<file path="src/hw/rtl/slrg_pkg.sv">
`timescale 1ns / 1ps
// Shared types and constants of the shuffled Lehmer random generator.
package slrg_pkg;

	// Minimal standard multiplier and modulus 2^31-1
	localparam logic [14:0] LEH_MUL = 15'd16807;
	localparam logic [30:0] LEH_MOD = 31'h7FFF_FFFF;

	// Largest Q0.24 fraction handed out, just under one
	localparam logic [23:0] FRAC_MAX = 24'd16777213;

	// Fixed-point shift of the reciprocal used for the slot quotient
	localparam int RECIP_SH = 40;

	// Input word
	typedef struct packed {
		logic              load_seed;
		logic signed [31:0] seed;
	} item_t;

	// Output word
	typedef struct packed {
		logic [30:0] deviate;
		logic [23:0] fraction;
		logic [30:0] next_state;
	} result_t;

	// Commands from the controller to the datapath
	typedef struct packed {
		logic load;     // capture an accepted input word
		logic mul;      // register the Lehmer and slot products
		logic red_init; // reduce one table-fill step
		logic red_draw; // reduce the draw step, form the slot estimate
		logic slot_rd;  // correct the slot and read the table
		logic finish;   // swap the table entry and load the output
	} cmd_t;

	// Status from the datapath to the controller
	typedef struct packed {
		logic need_init; // accepted word must refill the table
		logic last_step; // table fill is on its final step
	} status_t;

endpackage

</file>
<file path="src/hw/rtl/slrg_ram.sv">
`timescale 1ns / 1ps
// Generic single-write, single-read RAM with registered read data.
module slrg_ram #(
	parameter int WIDTH = 31,
	parameter int DEPTH = 32
) (
	input  logic                     clk,
	input  logic                     we,
	input  logic [$clog2(DEPTH)-1:0] waddr,
	input  logic [WIDTH-1:0]         wdata,
	input  logic                     re,
	input  logic [$clog2(DEPTH)-1:0] raddr,
	output logic [WIDTH-1:0]         rdata
);

	logic [WIDTH-1:0] mem_q [DEPTH];
	logic [WIDTH-1:0] rdata_q;

	// Write port
	always_ff @(posedge clk) begin
		if (we) begin
			mem_q[waddr] <= wdata;
		end
	end

	// Read port: hold the data until the next read
	always_ff @(posedge clk) begin
		if (re) begin
			rdata_q <= mem_q[raddr];
		end
	end

	assign rdata = rdata_q;

endmodule

</file>
<file path="src/hw/rtl/slrg_ctrl.sv">
`timescale 1ns / 1ps
// Controller state machine of the shuffled Lehmer random generator.
module slrg_ctrl (
	input  logic              clk,
	input  logic              arst_n,
	input  logic              item_valid,
	output logic              item_ready,
	output logic              result_valid,
	input  logic              result_ready,
	input  slrg_pkg::status_t status,
	output slrg_pkg::cmd_t    cmd
);

	typedef enum logic [2:0] {
		ST_IDLE,
		ST_IMUL,
		ST_IRED,
		ST_DMUL,
		ST_DRED,
		ST_DSLOT,
		ST_DOUT
	} state_t;

	state_t state_q;
	logic   result_valid_q;

	// Decode commands from the current state
	always_comb begin
		cmd = '0;
		case (state_q)
			ST_IDLE: begin
				cmd.load = item_valid;
			end
			ST_IMUL, ST_DMUL: begin
				cmd.mul = 1'b1;
			end
			ST_IRED: begin
				cmd.red_init = 1'b1;
			end
			ST_DRED: begin
				cmd.red_draw = 1'b1;
			end
			ST_DSLOT: begin
				cmd.slot_rd = 1'b1;
			end
			ST_DOUT: begin
				cmd.finish = !result_valid_q || result_ready;
			end
			default: begin
				cmd = '0;
			end
		endcase
	end

	// Advance the sequence and track the output register
	always_ff @(posedge clk or negedge arst_n) begin
		if (!arst_n) begin
			state_q        <= ST_IDLE;
			result_valid_q <= 1'b0;
		end else begin
			// Raise the output flag on a finished draw, drop it once the word is taken
			if (cmd.finish) begin
				result_valid_q <= 1'b1;
			end else if (result_ready) begin
				result_valid_q <= 1'b0;
			end
			case (state_q)
				ST_IDLE: begin
					if (item_valid) begin
						state_q <= status.need_init ? ST_IMUL : ST_DMUL;
					end
				end
				ST_IMUL: begin
					state_q <= ST_IRED;
				end
				ST_IRED: begin
					state_q <= status.last_step ? ST_DMUL : ST_IMUL;
				end
				ST_DMUL: begin
					state_q <= ST_DRED;
				end
				ST_DRED: begin
					state_q <= ST_DSLOT;
				end
				ST_DSLOT: begin
					state_q <= ST_DOUT;
				end
				ST_DOUT: begin
					if (cmd.finish) begin
						state_q <= ST_IDLE;
					end
				end
				default: begin
					state_q <= ST_IDLE;
				end
			endcase
		end
	end

	assign item_ready   = (state_q == ST_IDLE);
	assign result_valid = result_valid_q;

endmodule

</file>
<file path="src/hw/rtl/slrg_dp.sv">
`timescale 1ns / 1ps
// Datapath: Lehmer step unit, slot quotient, shuffle table and output register.
module slrg_dp #(
	parameter int TABLE_DEPTH  = 32,
	parameter int WARMUP_STEPS = 8
) (
	input  logic              clk,
	input  logic              arst_n,
	input  slrg_pkg::item_t   item,
	input  slrg_pkg::cmd_t    cmd,
	output slrg_pkg::status_t status,
	output slrg_pkg::result_t result
);

	localparam int SLOT_W = $clog2(TABLE_DEPTH);
	localparam int CNT_W  = $clog2(TABLE_DEPTH + WARMUP_STEPS);
	localparam longint unsigned SLOT_DIV_L =
		64'd1 + 64'd2147483646 / 64'(TABLE_DEPTH);
	localparam longint unsigned RECIP_L = (64'd1 << slrg_pkg::RECIP_SH) / SLOT_DIV_L;
	localparam int RECIP_W = $clog2(RECIP_L + 64'd1);
	localparam int SPROD_W = 31 + RECIP_W;
	localparam int QD_W    = 31 + SLOT_W;
	localparam logic [30:0]        SLOT_DIV = 31'(SLOT_DIV_L);
	localparam logic [RECIP_W-1:0] RECIP    = RECIP_W'(RECIP_L);
	localparam logic [CNT_W-1:0]   CNT_LOAD = CNT_W'(TABLE_DEPTH + WARMUP_STEPS - 1);

	// Generator state and working value
	logic [30:0]        x_q;
	logic [30:0]        lstate_q;
	logic [30:0]        shout_q;
	logic [CNT_W-1:0]   cnt_q;

	// Product and quotient stages
	logic [45:0]        lprod_s1;
	logic [SPROD_W-1:0] sprod_s1;
	logic [SLOT_W-1:0]  qe_s2;
	logic [QD_W-1:0]    qd_s2;
	logic [SLOT_W-1:0]  slot_q;
	slrg_pkg::result_t  result_q;

	// Combinational helpers
	logic               seed_is_mod;
	logic               s_neg;
	logic               s_zero;
	logic [30:0]        s_pos;
	logic [32:0]        neg_w;
	logic [30:0]        init_x;
	logic [31:0]        lsum;
	logic [30:0]        lred;
	logic [SLOT_W-1:0]  qe_w;
	logic [QD_W-1:0]    rem_w;
	logic [SLOT_W:0]    slot_inc;
	logic [SLOT_W-1:0]  slot_w;
	logic               cnt_in_tbl;
	logic               ram_we;
	logic [SLOT_W-1:0]  ram_waddr;
	logic [30:0]        ram_wdata;
	logic [30:0]        ram_rdata;
	logic [23:0]        frac_w;

	// Pick the starting value: loaded seed or stored state
	always_comb begin
		seed_is_mod = (item.seed == $signed({1'b0, slrg_pkg::LEH_MOD}));
		neg_w       = 33'd0 - {item.seed[31], item.seed};
		if (item.load_seed) begin
			s_neg  = item.seed[31];
			s_zero = (item.seed == 32'sd0) || seed_is_mod;
			s_pos  = item.seed[30:0];
		end else begin
			s_neg  = 1'b0;
			s_zero = (lstate_q == 31'd0);
			s_pos  = lstate_q;
		end
		// Negated seed reduced mod 2^31-1 and raised to at least one
		if (s_neg && (neg_w[32:31] == 2'b00) && (neg_w[30:0] != slrg_pkg::LEH_MOD)) begin
			init_x = neg_w[30:0];
		end else begin
			init_x = 31'd1;
		end
	end

	assign status.need_init = s_neg || s_zero || (shout_q == 31'd0);
	assign status.last_step = (cnt_q == '0);

	// Reduce the product mod 2^31-1: fold the high part onto the low part
	assign lsum = 32'(lprod_s1[45:31]) + 32'(lprod_s1[30:0]);
	assign lred = (lsum >= {1'b0, slrg_pkg::LEH_MOD}) ?
		31'(lsum - {1'b0, slrg_pkg::LEH_MOD}) : lsum[30:0];

	// Slot quotient: reciprocal estimate, then one compare and correct
	assign qe_w  = sprod_s1[slrg_pkg::RECIP_SH +: SLOT_W];
	assign rem_w = QD_W'(shout_q) - qd_s2;

	always_comb begin
		if (rem_w >= QD_W'(SLOT_DIV)) begin
			slot_inc = {1'b0, qe_s2} + (SLOT_W+1)'(1);
		end else begin
			slot_inc = {1'b0, qe_s2};
		end
		if (slot_inc >= (SLOT_W+1)'(TABLE_DEPTH)) begin
			slot_w = SLOT_W'(TABLE_DEPTH - 1);
		end else begin
			slot_w = slot_inc[SLOT_W-1:0];
		end
	end

	// Table port: fill during initialisation, swap at the end of a draw
	assign cnt_in_tbl = ({1'b0, cnt_q} < (CNT_W+1)'(TABLE_DEPTH));
	assign ram_we     = (cmd.red_init && cnt_in_tbl) || cmd.finish;
	assign ram_waddr  = cmd.finish ? slot_q : cnt_q[SLOT_W-1:0];
	assign ram_wdata  = cmd.finish ? lstate_q : lred;

	slrg_ram #(
		.WIDTH(31),
		.DEPTH(TABLE_DEPTH)
	) u_table (
		.clk  (clk),
		.we   (ram_we),
		.waddr(ram_waddr),
		.wdata(ram_wdata),
		.re   (cmd.slot_rd),
		.raddr(slot_w),
		.rdata(ram_rdata)
	);

	// Q0.24 fraction: deviate >> 7, clamped just below one
	assign frac_w = (ram_rdata[30:7] > slrg_pkg::FRAC_MAX) ?
		slrg_pkg::FRAC_MAX : ram_rdata[30:7];

	// Generator state and shuffle output
	always_ff @(posedge clk or negedge arst_n) begin
		if (!arst_n) begin
			lstate_q <= 31'd0;
			shout_q  <= 31'd0;
		end else begin
			if (cmd.red_init && status.last_step) begin
				shout_q <= lred;
			end else if (cmd.finish) begin
				shout_q <= ram_rdata;
			end
			if (cmd.red_draw) begin
				lstate_q <= lred;
			end
		end
	end

	// Working value, step counter, product stages and output word
	always_ff @(posedge clk) begin
		if (cmd.load) begin
			x_q   <= status.need_init ? init_x : s_pos;
			cnt_q <= CNT_LOAD;
		end else if (cmd.red_init) begin
			x_q <= lred;
			if (!status.last_step) begin
				cnt_q <= cnt_q - CNT_W'(1);
			end
		end
		if (cmd.mul) begin
			lprod_s1 <= 46'(x_q) * 46'(slrg_pkg::LEH_MUL);
			sprod_s1 <= SPROD_W'(shout_q) * SPROD_W'(RECIP);
		end
		if (cmd.red_draw) begin
			qe_s2 <= qe_w;
			qd_s2 <= QD_W'(qe_w) * QD_W'(SLOT_DIV);
		end
		if (cmd.slot_rd) begin
			slot_q <= slot_w;
		end
		if (cmd.finish) begin
			result_q.deviate    <= ram_rdata;
			result_q.fraction   <= frac_w;
			result_q.next_state <= lstate_q;
		end
	end

	assign result = result_q;

endmodule

</file>
<file path="src/hw/rtl/shuffled_lehmer_random_generator_top.sv">
`timescale 1ns / 1ps
// Top level of the shuffled Lehmer random generator.
// Each accepted word optionally loads a seed and yields one shuffled minimal-standard deviate,
// its Q0.24 fraction and the new generator state. One word is worked on at a time: item_ready
// stays low from acceptance until the draw is finished, which runs through the single Lehmer
// step unit (a registered multiply, then a fold-and-subtract reduction), the two-stage slot
// quotient and the one read and one write port of the shuffle table. A word that forces
// initialisation (first word after reset, or a zero, negative or 2^31-1 seed) first runs
// WARMUP_STEPS Lehmer steps and then refills the table one entry per Lehmer step. A finished
// result waits in the output register while the next word is accepted; that next draw then
// stalls in its last cycle until the waiting result is taken.
module shuffled_lehmer_random_generator_top #(
	parameter int TABLE_DEPTH  = 32,
	parameter int WARMUP_STEPS = 8
) (
	input  logic              clk,
	input  logic              arst_n,
	input  logic              item_valid,
	output logic              item_ready,
	input  slrg_pkg::item_t   item,
	output logic              result_valid,
	input  logic              result_ready,
	output slrg_pkg::result_t result
);

	slrg_pkg::cmd_t    cmd;
	slrg_pkg::status_t status;

	slrg_ctrl u_ctrl (
		.clk         (clk),
		.arst_n      (arst_n),
		.item_valid  (item_valid),
		.item_ready  (item_ready),
		.result_valid(result_valid),
		.result_ready(result_ready),
		.status      (status),
		.cmd         (cmd)
	);

	slrg_dp #(
		.TABLE_DEPTH (TABLE_DEPTH),
		.WARMUP_STEPS(WARMUP_STEPS)
	) u_dp (
		.clk   (clk),
		.arst_n(arst_n),
		.item  (item),
		.cmd   (cmd),
		.status(status),
		.result(result)
	);

	// One word in flight: acceptance closes the input side
	a_one_in_flight: assert property (@(posedge clk) disable iff (!arst_n)
		(item_valid && item_ready) |=> !item_ready)
		else $error("input accepted while a word is in flight");

	// Delivered deviates and states are never zero
	a_nonzero_out: assert property (@(posedge clk) disable iff (!arst_n)
		result_valid |-> ((result.deviate != 31'd0) && (result.next_state != 31'd0)))
		else $error("zero deviate or state delivered");

	// Fraction never exceeds its clamp limit
	a_frac_clamp: assert property (@(posedge clk) disable iff (!arst_n)
		result_valid |-> (result.fraction <= slrg_pkg::FRAC_MAX))
		else $error("fraction above clamp");

endmodule
</file>
<file path="config.mk">
export PLATFORM = sky130hd
export DESIGN_NAME = shuffled_lehmer_random_generator_top
export DESIGN_NICKNAME = d
export VERILOG_FILES = /design/src/hw/rtl/slrg_pkg.sv /design/src/hw/rtl/slrg_ram.sv /design/src/hw/rtl/slrg_ctrl.sv /design/src/hw/rtl/slrg_dp.sv /design/src/hw/rtl/shuffled_lehmer_random_generator_top.sv
export SDC_FILE = /design/constraint.sdc
export NUM_CORES = 2
export LEC_CHECK = 0
export ABC_AREA = 1
export ABC_CLOCK_PERIOD_IN_PS = 12700
export BUFFER_PORTS_ARGS = -buffer_cell sky130_fd_sc_hd__buf_2
export CORE_ASPECT_RATIO = 0.75
export CORE_MARGIN = 3
export CORE_UTILIZATION = 40
export CTS_CLUSTER_DIAMETER = 40
export DETAILED_ROUTE_END_ITERATION = 10
export PLACE_DENSITY = 0.54
export SETUP_SLACK_MARGIN = 0.5
export SLEW_MARGIN = 20
export SYNTH_ARGS = -nofsm -noshare
export SYNTH_HDL_FRONTEND = slang
export SYNTH_SLANG_ARGS = --single-unit
</file>
<file path="constraint.sdc">
create_clock -name clk -period 12.7 [get_ports clk]
set_input_delay 0.635 -clock clk [delete_from_list [all_inputs] [get_ports clk]]
set_output_delay 0.635 -clock clk [all_outputs]
set_load 0.01 [all_outputs]
</file>
* Word-level counts from Yosys, hierarchy flattened *
Memories as Yosys holds them, arrays and structs flattened. A register that Yosys moved wholly into a read port is not among the register bits.
Index checks and enable logic that the tools add are counted.

operators by class
  $add $sub $neg = 6
  multipliers = 1
  order comparisons = 5
  eq/ne operators = 10
  multiplexer cells = 29
  bitwise gates (word level) = 1
  reductions and logical operators = 22

operator list
  cell                                                                                   count
  31-bit 2-to-1 mux                                                                      9
  31-bit logical NOT                                                                     2
  31-bit by 15-bit multiplier with 46-bit output, second input constant                  1
  36-bit by 27-bit greater-or-equal comparator with 1-bit output, second input constant  1
  1-bit by 32-bit subtractor with 33-bit output, first input constant                    1
  15-bit by 31-bit adder with 32-bit output                                              1
  32-bit equality test, second input constant                                            1
  32-bit by 31-bit greater-or-equal comparator with 1-bit output, second input constant  1
  32-bit logical NOT                                                                     1
  31-bit by 31-bit subtractor with 32-bit output                                         1
  31-bit inequality test, second input constant                                          1
  31-bit subtractor, second input constant                                               1
  24-bit greater-than comparator, second input constant                                  1
  3-bit one-hot mux with 7 select lines                                                  1
  1-bit 2-to-1 mux                                                                       12
  5-bit 2-to-1 mux                                                                       2
  3-bit equality test, second input constant                                             3
  5-bit by 1-bit adder with 6-bit output, second input constant                          1
  3-bit by 2-bit equality test with 1-bit output, second input constant                  2
  6-bit greater-or-equal comparator, second input constant                               1
  6-bit logical NOT                                                                      1
  6-bit < comparator, second input constant                                              1
  3-bit 2-to-1 mux                                                                       2
  6-bit 2-to-1 mux                                                                       1
  14 further kinds                                                                       25

storage, ports and cells
  register bits after elaboration = 276
  memory bits (writable) = 992
  input port bits = 37
  output and inout port bits = 88
  logic and storage cells = 88
  memories = 1

memory list
  name                depth  bits a word  rd ports  clocked after Yosys merged registers in  write ports  RTL line        text
  u_dp.u_table.mem_q  32     31           1         1                                        1            slrg_ram.sv:16  logic [WIDTH-1:0] mem_q [DEPTH];

* Depth between registers and ports, before layout *
  depth after elaboration = 8
  depth in mapped cells = 25
  gate-level depth less buffers = 25

* Cells and area by module *
A second synthesis with hierarchy kept.

second synthesis, totals
  cell total of the unflattened synthesis = 6067
  area total of the unflattened synthesis = 62703.9 µm²

modules (own cells, without submodules)
  module     times used  cells each  area an instance (µm²)  seq. area each (µm²)
  slrg_ram   1           3426        40990.6                 30719.5
  slrg_dp    1           2603        21458.1                 7016.7
  slrg_ctrl  1           38          255.2                   100.1

* Least setup slack after synthesis *
Ideal clock, no wire load.

  path kind = register to register
  start point = register u_dp.x_q[14]
  end point = register u_dp.lprod_s1[39], data pin
  library setup time = 0.265 ns
  arrival = 5.056 ns
  data required time = 12.435 ns
  path slack = 7.379 ns
  stages on the path, launching flop included = 23
  path buffers = 0
  clock period less this slack = 5.321 ns
  cells stage by stage = edfxtp_1 > inv_1 > fa_1 > inv_1 > ha_1 > inv_1 > fa_1 > inv_1 > fa_1 > fa_1 > inv_1 > fa_1 > inv_1 > ha_1 > a21oi_1 > o21ai_0 > a21oi_1 > o211ai_1 > nand2_1 > nand2_1 > a21boi_0 > o21ai_0 > xor2_1

on the way
  cells in the longest elaborated chain, start to end = 1

ends and longest elaborated chain
  item                                            RTL line        text
  start, declared                                 slrg_dp.sv:28   logic [30:0] x_q;
  start signal, assigned                          slrg_dp.sv:150  x_q <= status.need_init ? init_x : s_pos;
  start signal, assigned                          slrg_dp.sv:153  x_q <= lred;
  31-bit by 15-bit multiplier with 46-bit output  slrg_dp.sv:159  lprod_s1 <= 46'(x_q) * 46'(slrg_pkg::LEH_MUL);
  end signal, assigned                            slrg_dp.sv:159
  end, declared                                   slrg_dp.sv:34   logic [45:0] lprod_s1;

Every way passes these cells.
A chain may end at the register's enable or synchronous reset.

* Worst setup path after layout *
  start point = register u_dp.x_q[8]
  end point = register u_dp.lprod_s1[29], data pin

Same word-level chain as after synthesis.

==> impl_metrics.json <==
{
  "outcome": "complete, no violations",
  "cts_buffer_depth": 3,
  "syn-cell-area_mm2": 0.06483,
  "slew_viol_final": 0,
  "numCtsBuffers": 154,
  "syn_nets": 6941,
  "ios": 125,
  "async_flop_share_pct": 5.185,
  "clk_latency_ps": 810,
  "dp_hpwl_um": 133200,
  "grt.overflow.total": 0,
  "fin_tns_setup_ps": 0,
  "pre_cts_slack_ps": 6320,
  "nets": 7042,
  "setup_ws_ps": 6393,
  "initial_core_util_pct": 40.39,
  "wirelength_um": 209900,
  "die_area_mm2": 0.1670,
  "setup_viol": 0,
  "r2r_setup_slack_ps": 6390,
  "coreArea_mm2": 0.1605,
  "syn_inst": 6555,
  "utilization_pct": 45.79,
  "cts_hold_buf": 1,
  "arrival_ps": 6840,
  "slew_headroom_pct": 24.59,
  "die_x_um": 470.9,
  "path_max_fanout": 5,
  "row_count": 127,
  "max-cap-violations": 0,
  "final_hold_viol_count": 0,
  "via_count": 46980,
  "dpl-instance-area_mm2": 0.06811,
  "layout-drive-gt1-share_pct": 9.567,
  "antenna_found_initial": 20,
  "ys_seq_area_share_pct": 58.37,
  "via_per_inst": 5.271,
  "stdcell_area_mm2": 0.07349,
  "synthToLayoutAreaGrowth_pct": 13.37,
  "worstMarginPinSlew_ps": 1128,
  "mostFrequentLayoutCells": "nand2_1 (2082), edfxtp_1 (1201), inv_1 (856)",
  "rsz0062_at_grt": "no",
  "synth_warnings": 0,
  "grt_max_degree": 154,
  "finalClockSkew_ps": 60.80,
  "synthFlopType": "edfxtp_1",
  "crit_required_ps": 13230,
  "period_needed_ps": 6307,
  "synth_edf_count": 1201,
  "r2r_cells": 20,
  "post_cts_buffers": 0,
  "final_common_cell": "nand2_1",
  "n_fill_cell": 15130,
  "die_height_um": 354.6,
  "synth.distinct_cells": 51,
  "cts.sinks": 1273,
  "hold_path_class": "input pin to register",
  "dr.pass1.iters": 7,
  "fin_crit_sh_pct": 49.66,
  "worstSetupPathType": "register to register",
  "avgSynthCellArea_um2": 9.890,
  "fmax_mhz": 158.6,
  "grt_usage_pct": 24.91,
  "drc": 0,
  "cts_tree": "yes",
  "cts_resized": 0,
  "cts.clk_slew.worst_paths_ps": 60,
  "drtIter0Drc": 5160,
  "portBuffers": 124,
  "clk_root_buffer_cell": "clkbuf_16",
  "ant_nets": 0,
  "grt_pass1_vias": 44140,
  "grt_pass1_wl_um": 306700,
  "htreeDepth": 4,
  "holdPathStages": 4,
  "gp_congestion": 0.9259,
  "ys_ff_latch": 1273,
  "routedWlPerCell_um": 23.55,
  "cp-end-kind": "register",
  "startpoint_type": "register"
}
## registers in the layout, summed over array words and instances, names as in the netlist
name	cells
u_dp.lprod_s1	46
u_dp.sprod_s1	5
u_dp.shout_q	31
u_dp.u_table.rdata	31
u_dp.qe_s2	5
u_dp.lstate_q	31
u_dp.u_table.mem_q	992
u_ctrl.state_q	3
u_dp.cnt_q	6
u_dp.result	86
u_ctrl.result_valid	1
u_dp.slot_q	5
u_dp.x_q	31
## layer usage
metal | part of all wire [%] | vias to the layer above | track usage (%)
met4 | 2.2 | 2 | 6.312
met5 | 0.0062 | - | 0
met3 | 7.6 | 228 | 4.053
li1 | - | 21840 | -
met2 | 42 | 1710 | 36.08
met1 | 48 | 23200 | 38.63
## synthesized netlist by cell type, types with 28 or more instances
master    instances  area [µm²]
nand2_1        2091        7849
edfxtp_1       1201       36060
inv_1           858        3221
nand3_1         726        3633
nor2_1          236       885.9
ha_1            214        2678
clkbuf_1        162       608.1
o21ai_0         152       760.7
fa_1            135        2703
nand3b_1        107       803.3
buf_2            99       495.5
a21oi_1          94       470.5
dfrtp_1          66        1652
or2_2            62       387.9
xor2_1           60       525.5
o211ai_1         36       270.3
nand4_1          35       219.0
nor3_1           28       140.1
## worst max-delay path, cell delays in order (launching register included)
cell	delay (ps)
edfxtp_1	580
inv_1	200
fa_1	560
inv_1	40
ha_1	260
inv_1	60
fa_1	500
inv_1	50
ha_1	310
fa_1	520
fa_1	490
ha_1	380
nand2_1	100
o21ai_0	530
a21oi_1	190
o21ai_0	360
a21oi_1	200
o21ai_0	380
nand2_1	150
nand3_1	110
nand2_1	60
## cells by family after synthesis
kind of cell | count (synthesis) | share of synthesized area, %
AO/OA/AOI/OAI | 359 | 3.200
flip-flops | 1273 | 58.37
AND/OR/NAND/NOR | 3333 | 22.00
XOR/XNOR | 88 | 1.201
adder cells (fa/ha/maj) | 349 | 8.299
multiplexers | 3 | 0.05211
buffers and inverters | 1150 | 6.885
## final timing paths
| check | from | endpoint |
|---|---|---|
| setup / recovery | u_dp.x_q[8] | u_dp.lprod_s1[29] |
| hold / removal | result_ready | u_ctrl.result_valid |
| setup reg to reg | u_dp.x_q[8] | u_dp.lprod_s1[29] |
| hold reg to reg | u_dp.sprod_s1[44] | u_dp.qe_s2[4] |
| max in group asynchronous | arst_n | u_dp.lstate_q[17] |
| min in group asynchronous | arst_n | u_dp.lstate_q[8] |
## through the flow
| step | hold slack [ps] | cells |
|---|---|---|
| detailed placement | 407.2 | 8626 |
| global route | 129.2 | 8912 |
| global placement | 400.9 | 8626 |
| floorplan | 339.4 | 6555 |
| finish | 122.6 | 8914 |
| CTS | 61.03 | 8911 |
## cell type report
type	instances	area (µm²)	share of cell area (%)
multi-input combinational	4132	22930	31.20
clock inverter	108	1320	1.796
timing repair buffer	230	1459	1.985
inverter	865	3273	4.454
tap	2128	2663	3.623
clock buffer	176	4009	5.455
antenna	2	5.005	0.006810
sequential	1273	37840	51.48
Power is not shown: default switching activity piles up to over one toggle a cycle in this logic, so the estimate is an artifact.
